### src/rtl/lfu_pkg.sv
// shared types and constants for the lfu cache table
// no dependencies
package lfu_pkg;

  localparam int unsigned LFU_ENTRIES    = 16;
  localparam int unsigned LFU_KEY_BITS   = 32;
  localparam int unsigned LFU_VALUE_BITS = 32;
  localparam int unsigned LFU_COUNT_BITS = 16;

  localparam int unsigned LFU_IDX_MAXW   = 8;
  localparam int unsigned LFU_CNT_MAXW   = 32;
  localparam int unsigned LFU_FIELD_BITS = 32;
  localparam int unsigned LFU_CAP_BITS   = 5;
  localparam int unsigned LFU_CAP_RESET  = 16;

  localparam logic LFU_KIND_GET = 1'b0;
  localparam logic LFU_KIND_PUT = 1'b1;

  localparam logic LFU_REG_CAPACITY = 1'b0;

  typedef logic [LFU_IDX_MAXW-1:0] lfu_idx_t;
  typedef logic [LFU_CNT_MAXW-1:0] lfu_cnt_t;

  // partial scan result handed from cell to cell
  typedef struct packed {
    logic     found;
    lfu_idx_t found_idx;
    lfu_idx_t found_age;
    logic     free;
    lfu_idx_t free_idx;
    logic     vic;
    lfu_idx_t vic_idx;
    lfu_cnt_t vic_cnt;
    lfu_idx_t vic_age;
  } lfu_tok_t;

  // update broadcast to all cells
  typedef struct packed {
    logic     en;
    logic     bump;
    logic     wr_val;
    lfu_idx_t bump_idx;
    lfu_idx_t bump_age;
    logic     evict;
    lfu_idx_t vic_idx;
    lfu_idx_t vic_age;
    logic     insert;
    lfu_idx_t slot_idx;
  } lfu_cmd_t;

endpackage

### src/rtl/lfu_if.sv
// request and response channel interfaces
// depends on lfu_pkg
interface lfu_req_if;
  logic                                 valid;
  logic                                 ready;
  logic                                 kind;
  logic [lfu_pkg::LFU_FIELD_BITS-1:0]   lookup_key;
  logic [lfu_pkg::LFU_FIELD_BITS-1:0]   write_value;
  modport source (output valid, kind, lookup_key, write_value, input ready);
  modport sink   (input valid, kind, lookup_key, write_value, output ready);
endinterface

interface lfu_rsp_if;
  logic                                 valid;
  logic                                 ready;
  logic                                 hit;
  logic [lfu_pkg::LFU_FIELD_BITS-1:0]   read_value;
  modport source (output valid, hit, read_value, input ready);
  modport sink   (input valid, hit, read_value, output ready);
endinterface

### src/rtl/lfu_cell.sv
// one table entry: key, value, use count, age rank, and one scan stage
// depends on lfu_pkg
module lfu_cell #(
  parameter int unsigned INDEX      = 0,
  parameter int unsigned IDX_W      = 4,
  parameter int unsigned KEY_BITS   = 32,
  parameter int unsigned VALUE_BITS = 32,
  parameter int unsigned COUNT_BITS = 16
) (
  input  logic                  clk_i,
  input  logic                  rst_ni,
  input  logic [KEY_BITS-1:0]   key_i,
  input  logic [VALUE_BITS-1:0] wr_value_i,
  input  lfu_pkg::lfu_tok_t     tok_i,
  input  logic [VALUE_BITS-1:0] val_i,
  output lfu_pkg::lfu_tok_t     tok_o,
  output logic [VALUE_BITS-1:0] val_o,
  input  lfu_pkg::lfu_cmd_t     cmd_i,
  output logic                  match_o
);
  import lfu_pkg::*;

  localparam logic [COUNT_BITS-1:0] CNT_MAX = '1;
  localparam lfu_idx_t MY_IDX = LFU_IDX_MAXW'(INDEX);

  logic                  valid_q, valid_d;
  logic [KEY_BITS-1:0]   key_q, key_d;
  logic [VALUE_BITS-1:0] value_q, value_d;
  logic [COUNT_BITS-1:0] cnt_q, cnt_d;
  logic [IDX_W-1:0]      age_q, age_d;
  lfu_tok_t              tok_q, tok_d;
  logic [VALUE_BITS-1:0] val_q, val_d;
  logic                  is_vic;

  assign match_o = valid_q && (key_q == key_i);

  always_comb begin
    tok_d = tok_i;
    val_d = val_i;
    if (valid_q) begin
      if (!tok_i.found && key_q == key_i) begin
        tok_d.found     = 1'b1;
        tok_d.found_idx = MY_IDX;
        tok_d.found_age = LFU_IDX_MAXW'(age_q);
        val_d           = value_q;
      end
      if (!tok_i.vic || cnt_q < tok_i.vic_cnt[COUNT_BITS-1:0] ||
          (cnt_q == tok_i.vic_cnt[COUNT_BITS-1:0] &&
           age_q > tok_i.vic_age[IDX_W-1:0])) begin
        tok_d.vic     = 1'b1;
        tok_d.vic_idx = MY_IDX;
        tok_d.vic_cnt = LFU_CNT_MAXW'(cnt_q);
        tok_d.vic_age = LFU_IDX_MAXW'(age_q);
      end
    end else if (!tok_i.free) begin
      tok_d.free     = 1'b1;
      tok_d.free_idx = MY_IDX;
    end
  end

  assign tok_o = tok_q;
  assign val_o = val_q;
  assign is_vic = cmd_i.evict && (cmd_i.vic_idx == MY_IDX);

  always_comb begin
    valid_d = valid_q;
    key_d   = key_q;
    value_d = value_q;
    cnt_d   = cnt_q;
    age_d   = age_q;
    if (cmd_i.en) begin
      if (cmd_i.bump) begin
        if (cmd_i.bump_idx == MY_IDX) begin
          if (cnt_q != CNT_MAX) cnt_d = cnt_q + 1'b1;
          age_d = '0;
          if (cmd_i.wr_val) value_d = wr_value_i;
        end else if (valid_q && age_q < cmd_i.bump_age[IDX_W-1:0]) begin
          age_d = age_q + 1'b1;
        end
      end else begin
        if (valid_q && !is_vic) begin
          age_d = age_q - IDX_W'(cmd_i.evict && age_q > cmd_i.vic_age[IDX_W-1:0])
                  + IDX_W'(cmd_i.insert);
        end
        if (is_vic) valid_d = 1'b0;
        if (cmd_i.insert && cmd_i.slot_idx == MY_IDX) begin
          valid_d = 1'b1;
          key_d   = key_i;
          value_d = wr_value_i;
          cnt_d   = COUNT_BITS'(1);
          age_d   = '0;
        end
      end
    end
  end

  always_ff @(posedge clk_i or negedge rst_ni) begin
    if (!rst_ni) begin
      valid_q <= 1'b0;
      tok_q   <= '0;
    end else begin
      valid_q <= valid_d;
      tok_q   <= tok_d;
    end
  end

  always_ff @(posedge clk_i) begin
    key_q   <= key_d;
    value_q <= value_d;
    cnt_q   <= cnt_d;
    age_q   <= age_d;
    val_q   <= val_d;
  end

endmodule

### src/rtl/lfu_cache_table.sv
// lfu cache table top level: request latch, scan sequencer, cell chain, apb register
// depends on lfu_pkg, lfu_if, lfu_cell
//
// channel  dir  transaction
// req_i    in   kind, lookup_key, write_value
// rsp_o    out  hit, read_value
// apb      in   capacity register write/read at byte address 0
//
// a request passes through accept, a scan in which the token walks the
// cell chain, and a commit step that updates all cells
// the commit waits while the previous response is not yet taken
// reset clears entry valid bits and occupancy, capacity resets to 16
module lfu_cache_table #(
  parameter int unsigned ENTRIES    = lfu_pkg::LFU_ENTRIES,
  parameter int unsigned KEY_BITS   = lfu_pkg::LFU_KEY_BITS,
  parameter int unsigned VALUE_BITS = lfu_pkg::LFU_VALUE_BITS,
  parameter int unsigned COUNT_BITS = lfu_pkg::LFU_COUNT_BITS
) (
  input  logic                clk_i,
  input  logic                rst_ni,
  lfu_req_if.sink             req_i,
  lfu_rsp_if.source           rsp_o,
  input  logic                psel,
  input  logic                penable,
  input  logic                pwrite,
  input  logic [2:0]          paddr,
  input  logic [31:0]         pwdata,
  output logic [31:0]         prdata,
  output logic                pready
);
  import lfu_pkg::*;

  localparam int unsigned IDX_W = (ENTRIES > 1) ? $clog2(ENTRIES) : 1;
  localparam int unsigned OCC_W = $clog2(ENTRIES + 1);

  localparam logic [1:0] ST_IDLE   = 2'd0;
  localparam logic [1:0] ST_SCAN   = 2'd1;
  localparam logic [1:0] ST_COMMIT = 2'd2;

  logic [1:0]              state_q, state_d;
  logic [IDX_W-1:0]        cnt_q, cnt_d;
  logic [LFU_CAP_BITS-1:0] cap_q;
  logic [OCC_W-1:0]        occ_q, occ_d;
  logic                    kind_q;
  logic [KEY_BITS-1:0]     key_q;
  logic [VALUE_BITS-1:0]   wval_q;
  logic                    rsp_valid_q;
  logic                    rsp_hit_q;
  logic [LFU_FIELD_BITS-1:0] rsp_val_q;

  lfu_tok_t              tok [ENTRIES+1];
  logic [VALUE_BITS-1:0] tval [ENTRIES+1];
  logic [ENTRIES-1:0]    match;
  lfu_cmd_t              cmd;
  lfu_tok_t              ft;
  logic [OCC_W-1:0]      cap;
  logic                  commit;
  logic                  put_miss;

  assign pready = 1'b1;
  assign prdata = (paddr[2] == LFU_REG_CAPACITY) ? 32'(cap_q) : '0;

  assign req_i.ready = (state_q == ST_IDLE);
  assign rsp_o.valid = rsp_valid_q;
  assign rsp_o.hit   = rsp_hit_q;
  assign rsp_o.read_value = rsp_val_q;

  assign tok[0]  = '0;
  assign tval[0] = '0;
  assign ft      = tok[ENTRIES];

  for (genvar g = 0; g < ENTRIES; g++) begin : g_cell
    lfu_cell #(
      .INDEX(g), .IDX_W(IDX_W), .KEY_BITS(KEY_BITS),
      .VALUE_BITS(VALUE_BITS), .COUNT_BITS(COUNT_BITS)
    ) u_cell (
      .clk_i, .rst_ni,
      .key_i(key_q), .wr_value_i(wval_q),
      .tok_i(tok[g]), .val_i(tval[g]),
      .tok_o(tok[g+1]), .val_o(tval[g+1]),
      .cmd_i(cmd), .match_o(match[g])
    );
  end

  assign cap = (32'(cap_q) > ENTRIES) ? OCC_W'(ENTRIES) : OCC_W'(cap_q);
  assign commit = (state_q == ST_COMMIT) && (!rsp_valid_q || rsp_o.ready);
  assign put_miss = (kind_q == LFU_KIND_PUT) && !ft.found && (cap != '0);

  always_comb begin
    cmd = '0;
    cmd.en       = commit;
    cmd.bump     = ft.found && (kind_q == LFU_KIND_GET || cap != '0);
    cmd.wr_val   = (kind_q == LFU_KIND_PUT);
    cmd.bump_idx = ft.found_idx;
    cmd.bump_age = ft.found_age;
    cmd.vic_idx  = ft.vic_idx;
    cmd.vic_age  = ft.vic_age;
    if (put_miss) begin
      cmd.evict  = (occ_q >= cap || !ft.free) && ft.vic;
      cmd.insert = cmd.evict || ft.free;
      if (cmd.evict && !(ft.free && ft.free_idx < ft.vic_idx)) cmd.slot_idx = ft.vic_idx;
      else cmd.slot_idx = ft.free_idx;
    end
    occ_d = occ_q;
    if (commit) occ_d = occ_q - OCC_W'(cmd.evict) + OCC_W'(cmd.insert);
  end

  always_comb begin
    state_d = state_q;
    cnt_d   = cnt_q;
    unique case (state_q)
      ST_IDLE: begin
        if (req_i.valid) begin
          state_d = ST_SCAN;
          cnt_d   = '0;
        end
      end
      ST_SCAN: begin
        cnt_d = cnt_q + 1'b1;
        if (cnt_q == IDX_W'(ENTRIES - 1)) state_d = ST_COMMIT;
      end
      ST_COMMIT: begin
        if (commit) state_d = ST_IDLE;
      end
      default: state_d = ST_IDLE;
    endcase
  end

  always_ff @(posedge clk_i or negedge rst_ni) begin
    if (!rst_ni) begin
      state_q     <= ST_IDLE;
      cnt_q       <= '0;
      occ_q       <= '0;
      cap_q       <= LFU_CAP_BITS'(LFU_CAP_RESET);
      rsp_valid_q <= 1'b0;
    end else begin
      state_q <= state_d;
      cnt_q   <= cnt_d;
      occ_q   <= occ_d;
      if (psel && penable && pwrite && paddr[2] == LFU_REG_CAPACITY) begin
        cap_q <= pwdata[LFU_CAP_BITS-1:0];
      end
      if (commit) rsp_valid_q <= 1'b1;
      else if (rsp_o.ready) rsp_valid_q <= 1'b0;
    end
  end

  always_ff @(posedge clk_i) begin
    if (req_i.valid && req_i.ready) begin
      kind_q <= req_i.kind;
      key_q  <= KEY_BITS'(req_i.lookup_key);
      wval_q <= VALUE_BITS'(req_i.write_value);
    end
    if (commit) begin
      rsp_hit_q <= ft.found;
      rsp_val_q <= (ft.found && kind_q == LFU_KIND_GET) ?
                   LFU_FIELD_BITS'(tval[ENTRIES]) : '0;
    end
  end

`ifndef SYNTH
  a_key_unique: assert property (@(posedge clk_i) disable iff (!rst_ni)
    $countones(match) <= 1) else $error("duplicate key in table");
  a_occ_range: assert property (@(posedge clk_i) disable iff (!rst_ni)
    32'(occ_q) <= ENTRIES) else $error("occupancy out of range");
  a_commit_rsp: assert property (@(posedge clk_i) disable iff (!rst_ni)
    commit |=> rsp_valid_q) else $error("commit without response");
  a_scan_ready: assert property (@(posedge clk_i) disable iff (!rst_ni)
    (state_q == ST_SCAN) |-> !req_i.ready) else $error("ready during scan");
`endif

endmodule
### src/flat_wrapper.sv
// flat-port wrapper written by rule: the top's interface ports become plain ports
module lfu_cache_table_flat import lfu_pkg::*;
#(
  parameter int unsigned ENTRIES    = lfu_pkg::LFU_ENTRIES,
  parameter int unsigned KEY_BITS   = lfu_pkg::LFU_KEY_BITS,
  parameter int unsigned VALUE_BITS = lfu_pkg::LFU_VALUE_BITS,
  parameter int unsigned COUNT_BITS = lfu_pkg::LFU_COUNT_BITS
)
  (clk_i, rst_ni, psel, penable, pwrite, paddr, pwdata, prdata, pready, req_i_valid, req_i_kind, req_i_lookup_key, req_i_write_value, req_i_ready, rsp_o_valid, rsp_o_hit, rsp_o_read_value, rsp_o_ready);
  lfu_req_if req_i_i ();
  lfu_rsp_if rsp_o_i ();
  input  logic clk_i;
  input  logic rst_ni;
  input  logic psel;
  input  logic penable;
  input  logic pwrite;
  input  logic [2:0] paddr;
  input  logic [31:0] pwdata;
  output logic [31:0] prdata;
  output logic pready;
  input wire logic [$bits(req_i_i.valid)-1:0] req_i_valid;
  input wire logic [$bits(req_i_i.kind)-1:0] req_i_kind;
  input wire logic [$bits(req_i_i.lookup_key)-1:0] req_i_lookup_key;
  input wire logic [$bits(req_i_i.write_value)-1:0] req_i_write_value;
  output wire logic [$bits(req_i_i.ready)-1:0] req_i_ready;
  output wire logic [$bits(rsp_o_i.valid)-1:0] rsp_o_valid;
  output wire logic [$bits(rsp_o_i.hit)-1:0] rsp_o_hit;
  output wire logic [$bits(rsp_o_i.read_value)-1:0] rsp_o_read_value;
  input wire logic [$bits(rsp_o_i.ready)-1:0] rsp_o_ready;
  assign req_i_i.valid = req_i_valid;
  assign req_i_i.kind = req_i_kind;
  assign req_i_i.lookup_key = req_i_lookup_key;
  assign req_i_i.write_value = req_i_write_value;
  assign req_i_ready = req_i_i.ready;
  assign rsp_o_valid = rsp_o_i.valid;
  assign rsp_o_hit = rsp_o_i.hit;
  assign rsp_o_read_value = rsp_o_i.read_value;
  assign rsp_o_i.ready = rsp_o_ready;
  lfu_cache_table #(.ENTRIES(ENTRIES), .KEY_BITS(KEY_BITS), .VALUE_BITS(VALUE_BITS), .COUNT_BITS(COUNT_BITS)) u_core (.clk_i(clk_i), .rst_ni(rst_ni), .req_i(req_i_i), .rsp_o(rsp_o_i), .psel(psel), .penable(penable), .pwrite(pwrite), .paddr(paddr), .pwdata(pwdata), .prdata(prdata), .pready(pready));
endmodule
### config.mk
export PLATFORM = sky130hd
export DESIGN_NAME = lfu_cache_table_flat
export DESIGN_NICKNAME = d
export VERILOG_FILES = /design/src/rtl/lfu_pkg.sv /design/src/rtl/lfu_if.sv /design/src/rtl/lfu_cell.sv /design/src/rtl/lfu_cache_table.sv /design/src/flat_wrapper.sv
export SDC_FILE = /design/constraint.sdc
export NUM_CORES = 2
export LEC_CHECK = 0
export ABC_AREA = 0
export BUFFER_PORTS_ARGS = -buffer_cell sky130_fd_sc_hd__buf_2
export CAP_MARGIN = 20
export CORE_MARGIN = 2
export CORE_UTILIZATION = 55
export CTS_CLUSTER_SIZE = 10
export DETAILED_ROUTE_END_ITERATION = 10
export PLACE_DENSITY_LB_ADDON = 0.15
export SLEW_MARGIN = 20
export SYNTH_ARGS = -nofsm -noshare
export SYNTH_HDL_FRONTEND = slang
export SYNTH_SLANG_ARGS = --single-unit
### constraint.sdc
create_clock -name clk_i -period 4.8 [get_ports clk_i]
set_clock_uncertainty 0.15 [all_clocks]
set_input_delay 1.2 -clock clk_i [delete_from_list [all_inputs] [get_ports clk_i]]
set_output_delay 1.2 -clock clk_i [all_outputs]
set_load 0.05 [all_outputs]
# Yosys cells after proc, flatten, opt, wreduce, memory -nomap -nowiden
# Index checks and enable logic that the tools add are counted.
[op_classes]
n_addsub = 67
order_cmp = 65
eq_ne = 147
muxes = 362
bitwise = 3
reduce_logical = 344
[ops]
columns = ["cell", "n"]
rows = [
  ["32-bit 2-to-1 mux", 79],
  ["49-bit 2-to-1 mux", 31],
  ["16-bit 2-to-1 mux", 64],
  ["17-bit 2-to-1 mux", 32],
  ["32-bit == test", 16],
  ["4-bit 2-to-1 mux", 81],
  ["16-bit by 1-bit adder with 16-bit output (second input constant)", 16],
  ["16-bit inequality test (second input constant)", 16],
  ["16-bit == test", 15],
  ["16-bit less-than comparator", 15],
  ["8-bit by 4-bit == test with 1-bit output (second input constant)", 24],
  ["9-bit 2-to-1 mux", 17],
  ["3-bit AND reduction", 49],
  ["8-bit 2-to-1 mux", 16],
  ["4-bit AND reduction", 32],
  ["4-bit greater-than comparator", 31],
  ["1-bit logical AND", 122],
  ["8-bit by 3-bit == test with 1-bit output (second input constant)", 12],
  ["4-bit by 1-bit adder with 4-bit output (second input constant)", 17],
  ["2-bit nonzero test", 34],
  ["2-bit inequality test (second input constant)", 33],
  ["4-bit by 1-bit adder with 4-bit output", 16],
  ["4-bit less-than comparator", 16],
  ["4-bit by 1-bit subtractor with 4-bit output", 16],
  ["25 further kinds", 188],
]
[word_totals]
reg_bits = 3147
in_bits = 107
elab_cells = 1237

# Longest topological paths before layout
[logic_depth]
word_depth = 12
ltp_mapped = 22
mapped_depth_nobuf = 19

# Cells and area by module
# From an unflattened synthesis, not the netlist that was laid out.
[hier_totals]
cells_unflattened = 9289
hier_area_um2 = 130500.2
[modules_own_cells]
columns = ["mod", "n_inst", "cells_each", "area_each_um2", "seq_area_each_um2"]
rows = [
  ["lfu_cell at u_core.g_cell[5].u_cell ...", 2, 563, 7895.1, 5064.9],
  ["lfu_cell at u_core.g_cell[13].u_cell ...", 2, 562, 7832.5, 5064.9],
  ["lfu_cell at u_core.g_cell[4].u_cell", 1, 566, 7895.1, 5064.9],
  ["lfu_cell at u_core.g_cell[9].u_cell", 1, 563, 7886.3, 5064.9],
  ["lfu_cell at u_core.g_cell[8].u_cell", 1, 561, 7865.0, 5064.9],
  ["lfu_cell at u_core.g_cell[7].u_cell", 1, 558, 7862.5, 5064.9],
  ["lfu_cell at u_core.g_cell[0].u_cell", 1, 565, 7858.8, 5064.9],
  ["lfu_cell at u_core.g_cell[15].u_cell", 1, 562, 7852.5, 5064.9],
  ["lfu_cell at u_core.g_cell[12].u_cell", 1, 555, 7850.0, 5064.9],
  ["lfu_cell at u_core.g_cell[2].u_cell", 1, 559, 7846.3, 5064.9],
  ["lfu_cell at u_core.g_cell[1].u_cell", 1, 553, 7842.5, 5064.9],
  ["lfu_cell at u_core.g_cell[10].u_cell", 1, 558, 7832.5, 5064.9],
  ["lfu_cell at u_core.g_cell[11].u_cell", 1, 561, 7831.3, 5064.9],
  ["lfu_cell at u_core.g_cell[3].u_cell", 1, 555, 7827.5, 5064.9],
  ["lfu_cache_table", 1, 323, 4794.6, 3369.5],
]

# Worst setup path before layout
# OpenSTA, ideal clock, no wires.
[synth_path]
kind = "reg-to-reg"
from = "register u_core.cap_q[4]"
to = "register u_core.g_cell[7].u_cell.cnt_q[0] (enable)"
setup_time_ns = 0.478
arrival_time_ns = 4.657
setup_slack_ns = -0.485
stages_incl_launch_ff = 11
n_path_buf = 1
synth_period_minus_slack_ns = 5.285
path_cell_list = "dfstp_2 > inv_1 > nand2_1 > ha_1 > a21oi_1 > o21ai_0 > a41oi_1 > clkbuf_1 > a311oi_2 > o21a_1 > a2111oi_0"
[synth_between]
elab_chain_cells = 12
[synth_rtl]
columns = ["element", "line", "rtl"]
rows = [
  ["from (decl)", "lfu_cache_table.sv:42", "logic [LFU_CAP_BITS-1:0] cap_q;"],
  ["from (signal assigned)", "lfu_cache_table.sv:134", "cap_q <= LFU_CAP_BITS'(LFU_CAP_RESET);"],
  ["from (signal assigned)", "lfu_cache_table.sv:141", "cap_q <= pwdata[LFU_CAP_BITS-1:0];"],
  ["5-bit greater-than comparator", "lfu_cache_table.sv:85", "assign cap = (32'(cap_q) > ENTRIES) ? OCC_W'(ENTRIES) : OCC_W'(cap_q);"],
  ["5-bit 2-to-1 mux *", "lfu_cache_table.sv:85", ""],
  ["5-bit greater-or-equal comparator", "lfu_cache_table.sv:99", "cmd.evict = (occ_q >= cap || !ft.free) && ft.vic;"],
  ["1-bit logical OR", "lfu_cache_table.sv:99", ""],
  ["1-bit logical AND", "lfu_cache_table.sv:99", ""],
  ["1-bit logical AND", "lfu_cache_table.sv:101", "if (cmd.evict && !(ft.free && ft.free_idx < ft.vic_idx)) cmd.slot_idx = ft.vic_idx;"],
  ["8-bit 2-to-1 mux", "lfu_cache_table.sv:101", ""],
  ["9-bit 2-to-1 mux", "lfu_cache_table.sv:98", "if (put_miss) begin"],
  ["8-bit by 3-bit == test with 1-bit output", "lfu_cell.sv:86", "if (cmd_i.insert && cmd_i.slot_idx == MY_IDX) begin"],
  ["1-bit logical AND", "lfu_cell.sv:86", ""],
  ["2-bit nonzero test (no source line)", "--", ""],
  ["4-bit AND reduction (no source line) *", "--", ""],
  ["to (signal assigned)", "lfu_cell.sv:110", "cnt_q <= cnt_d;"],
  ["to (decl)", "lfu_cell.sv:29", "logic [COUNT_BITS-1:0] cnt_q, cnt_d;"],
]
# Every way passes the cells marked *; elsewhere a longest branch is shown, timed or not.
# A chain may end at the register's enable or synchronous reset.

# Final worst setup path
[layout_path]
from = "register u_core.cap_q[4]"
to = "register u_core.g_cell[2].u_cell.age_q[3] (data pin)"
[layout_between]
elab_chain_cells = 12
[layout_rtl]
columns = ["element", "line", "rtl"]
rows = [
  ["5-bit greater-than comparator", "lfu_cache_table.sv:85", ""],
  ["5-bit 2-to-1 mux *", "lfu_cache_table.sv:85", ""],
  ["5-bit greater-or-equal comparator", "lfu_cache_table.sv:99", ""],
  ["1-bit logical OR", "lfu_cache_table.sv:99", ""],
  ["1-bit logical AND", "lfu_cache_table.sv:99", ""],
  ["1-bit 2-to-1 mux / 1-bit logical AND (equally long branches)", "lfu_cache_table.sv:98, lfu_cache_table.sv:101", ""],
  ["1-bit logical AND / 8-bit 2-to-1 mux (equally long branches)", "lfu_cell.sv:82, lfu_cache_table.sv:101", ""],
  ["4-bit by 1-bit subtractor with 4-bit output / 9-bit 2-to-1 mux (equally long branches)", "lfu_cell.sv:82, lfu_cache_table.sv:98", ""],
  ["4-bit by 1-bit adder with 4-bit output / 8-bit by 2-bit == test with 1-bit output (equally long branches)", "lfu_cell.sv:83, lfu_cell.sv:86", ""],
  ["4-bit 2-to-1 mux / 1-bit logical AND (equally long branches)", "lfu_cell.sv:81, lfu_cell.sv:86", ""],
  ["4-bit 2-to-1 mux", "lfu_cell.sv:86", ""],
  ["4-bit 2-to-1 mux *", "lfu_cell.sv:72", "if (cmd_i.bump) begin"],
  ["to (signal assigned)", "lfu_cell.sv:111", "age_q <= age_d;"],
  ["to (decl)", "lfu_cell.sv:30", "logic [IDX_W-1:0] age_q, age_d;"],
]
# Every way passes the cells marked *; elsewhere a longest branch is shown, timed or not. The select of a mux whose other input is x is not followed.

==> run_results.csv <==
group,metric,value,unit
worst_setup_path,path_class,"reg2reg",
placement,place_congestion,0.907,
worst_setup_path,timing.rr.start,"u_core.cap_q[4]$_DFFE_PN1P_",
global_route,antenna_found_initial,5,
worst_setup_path,cp.depth,18,
clocking,holdBufCountCts,0,
detailed_routing,drt-pass1-iter-count,6,
worst_setup_path,rr_endpoint,"u_core.g_cell[2].u_cell.age_q[3]$_DFFE_PP_",
timing,setup_viol,0,
timing,slew_headroom,23.4,%
floorplan,core_area,0.200,mm^2
yosys,ys.flop_type,"edfxtp_1",
yosys,synth_compound_area_share,5.79,%
clocking,cts_resized,0,
detailed_routing,vias_per_cell,5.78,
worst_setup_path,endpoint_kind,"register",
pwr,p_leak,48.6,nW
worst_setup_path,critPathSlowestCell,"a41o_1",
final_layout,fin_util,62.3,%
worst_setup_path,rrSetupSlack,480,ps
yosys,synth_seq_cells,2550,
timing,fin_crit,4320,ps
clocking,htreeDepth,5,
clocking,clockBufferDepth,4,
yosys,synthMuxAreaShare,7.63,%
detailed_routing,num_vias,66100,
run_status,status,"finished, final reports clean",
detailed_routing,drt-initial-drc-count,5298,
yosys,synth_edf_count,1442,
worst_setup_path,critPathBufInv,3,
yosys,synth-seq-area-share,62.0,%
final_layout,syn_to_final_growth,12.7,%
worst_setup_path,reg2reg_depth,18,
yosys,synth_area,0.110,mm^2
clocking,post_cts_buffers,0,
detailed_routing,drc,0,
yosys,synth_warnings,0,
placement,placed_cells,10900,
yosys,ys_async_sr_fraction,23.4,%
worst_setup_path,crit_arrival,4900,ps
timing,min_period_over_period,89.9,%
clocking,clkTransAtPathRegs,60,ps
worst_setup_path,max_stage_delay,390,ps
worst_setup_path,path_cells,"inv_1, nand2_1, ha_1, nand2_1, o21ai_0, a41o_1, nand2_1, buf_4, nor3_1, ha_1, inv_1, ha_1, a21o_1, a21oi_1, xnor2_1, or3_1, a221o_1, nand3_1",
timing,fmax,0.232,GHz
floorplan,row_count,164,
timing,tightest_slew,1150,ps
yosys,synth_top_family_by_area,"simple AND/OR/NAND/NOR gates",
clocking,clock-root-buffer,"clkbuf_16",
final_layout,nFillCells,15100,
timing,rsz0062_at_grt,"false",
timing,slew_viol_final,0,
clocking,cts_inserted_buffers,311,
timing,hold_viol,0,
detailed_routing,finalWirelength,263,mm
yosys,synth_fa_ha_area_share,6.40,%
global_route,overflow,0,
clocking,cts_tree,"done",
final_layout,final_cells,11400,
detailed_routing,wire_per_inst,23.0,um
detailed_routing,antenna_left,0,
global_route,grt_start_max_net_pins,91,
worst_setup_path,worstPathRequired,5380,ps
global_route,grt_pass1_vias,67400,
clocking,clkSinkCount,2550,
floorplan,dieArea,0.204,mm^2
worst_setup_path,critical_path.top_delay_family,"compound AO/OA/AOI/OAI gates",
pwr,power_density,446,mW/mm^2
yosys,ys_types,86,
final_layout,nets,9234,
yosys,syn_avg_cell_area,13.4,um^2
flow_run,maxCapViolCount,0,
worst_setup_path,startpoint_type,"register",
hold_path,worst_hold_path_type,"in2async",
timing,timing.setup.tns,0,ps
yosys,synthSimpleGateAreaFrac,9.08,%
placement,io_buffers,117,
floorplan,die_x,452,um
floorplan,io_pins,175,
yosys,synth_xor_area_share,5.93,%
placement,hpwl,171,mm
clocking,clk_latency,930,ps
floorplan,initial_core_util,55.3,%
global_route,grt_pass1_wl,406,mm
floorplan,chipHeight,452,um
worst_setup_path,worst-path-max-fanout,13,
final_layout,drive_gt1_share,18.4,%
pwr,ir_worst_vdd,0.636,mV
global_route,track_usage,25.8,%
yosys,postSynthCellCount,8240,
## routing by layer
metal	vias to the layer above	global-route usage (%)	share of wire (%)
li1	30500	-	-
met3	479	3.32	4.9
met4	2	8.49	3.2
met2	1813	42.5	48
met1	33300	35.7	44
met5	-	0	0.0034
## placed cells by master, fill, tap and decap left out, types with 126 or more instances in the layout
master	count
clkbuf_16	317
nand3_1	235
and2_1	126
clkbuf_1	185
mux2_2	718
edfxtp_1	1442
inv_1	456
ha_1	538
o21ai_0	220
buf_4	193
nor2_1	338
a21oi_1	135
nand4_1	262
nand2_1	263
xnor2_1	479
dfrtp_1	591
xor2_1	269
dfxtp_1	512
## final cells by class
cell class	instances	area (um^2)	share of cell area (%)
Antenna cell	4	10.0	0.00804
Clock buffer	512	8760	7.04
Clock inverter	17	118	0.0945
Inverter	458	1720	1.38
Multi-Input combinational cell	4896	39100	31.4
Sequential cell	2550	68500	55.0
Tap cell	2656	3320	2.67
Timing Repair Buffer	355	2930	2.36
## worst max-delay path by stage
stage	from	end	slack, ps
after floorplan	rsp_o_ready	u_core.g_cell[2].u_cell.value_q[0]$_DFFE_PP_	-180
after global placement	u_core.cap_q[4]$_DFFE_PN1P_	u_core.g_cell[13].u_cell.age_q[3]$_DFFE_PP_	520
after detailed placement	u_core.cap_q[4]$_DFFE_PN1P_	u_core.g_cell[10].u_cell.age_q[3]$_DFFE_PP_	550
after CTS	u_core.cap_q[4]$_DFFE_PN1P_	u_core.g_cell[2].u_cell.age_q[3]$_DFFE_PP_	470
after global routing	u_core.cap_q[4]$_DFFE_PN1P_	u_core.g_cell[4].u_cell.age_q[3]$_DFFE_PP_	200
final	u_core.cap_q[4]$_DFFE_PN1P_	u_core.g_cell[2].u_cell.age_q[3]$_DFFE_PP_	480
## report_power, final
part / internal, W / total [W] / switching, W
clock network: 0.0123 / 0.0208 / 0.00843
logic: 0.00379 / 0.00949 / 0.00570
registers: 0.0244 / 0.0253 / 0.000958
total: 0.0405 / 0.0556 / 0.0151
## synthesized netlist by cell type (all sizes together) (17+ instances only)
cell | count | share of area, %
o21ai | 226 | 1.0
nor2b | 115 | 0.65
a21o | 55 | 0.37
and2 | 127 | 0.72
and4 | 30 | 0.24
a22o | 44 | 0.35
nor4 | 62 | 0.36
or3 | 47 | 0.27
dfrtp | 595 | 13
nor3 | 101 | 0.47
buf | 218 | 1.1
nand3b | 37 | 0.25
xor2 | 269 | 2.1
o2111ai | 83 | 0.66
nand2b | 75 | 0.42
a21oi | 139 | 0.63
mux2 | 718 | 7.3
ha | 538 | 6.1
xnor2 | 479 | 3.8
edfxtp | 1442 | 39
mux2i | 34 | 0.31
fa | 17 | 0.31
o21a | 70 | 0.48
and3 | 59 | 0.33
nand4 | 262 | 1.5
inv | 457 | 1.6
nor2 | 364 | 1.2
nand2 | 263 | 0.89
a221oi | 23 | 0.19
clkbuf | 144 | 0.49
a31oi | 73 | 0.41
dfxtp | 512 | 9.3
a21boi | 21 | 0.14
or2 | 85 | 0.48
nand3 | 235 | 1.1
## cell families after synthesis
kind of cell	after synthesis
buffers and inverters	820
muxes	752
other	2
xor gates and xnor gates	748
and+or+nand+nor	1888
adders and majority gates	555
AOI/OAI and AO/OA	925
DFF	2550
## stage by stage
| step | hold WS, ps | setup slack, ps | power (W) | instance area, um^2 |
|---|---|---|---|---|
| final | 225 | 484 | 0.0556 | 124000 |
| after CTS | 205 | 471 | 0.0560 | 124000 |
| after global routing | 235 | 205 | 0.0579 | 124000 |
| after detailed placement | 264 | 546 | 0.0352 | 116000 |
| after floorplan | 238 | -183 | 0.0321 | 111000 |
| after global placement | 264 | 516 | 0.0349 | 116000 |
## sequential cells by signal, indices dropped and copies added (netlist names)
| signal | cells |
|---|---|
| u_core.g_cell.u_cell.tok_o | 563 |
| u_core.g_cell.u_cell.key_q | 512 |
| u_core.g_cell.u_cell.val_o | 512 |
| u_core.g_cell.u_cell.value_q | 512 |
| u_core.g_cell.u_cell.cnt_q | 256 |
| u_core.g_cell.u_cell.age_q | 64 |
| u_core.key_q | 32 |
| u_core.rsp_o.read_value | 32 |
| u_core.wval_q | 32 |
| u_core.g_cell.u_cell.valid_q | 16 |
| u_core.cap_q | 5 |
| u_core.occ_q | 5 |
| u_core.cnt_q | 4 |
| u_core.state_q | 2 |
| u_core.kind_q | 1 |
| u_core.rsp_o.hit | 1 |
| u_core.rsp_o.valid | 1 |
Power figures use the tool's default switching activity.
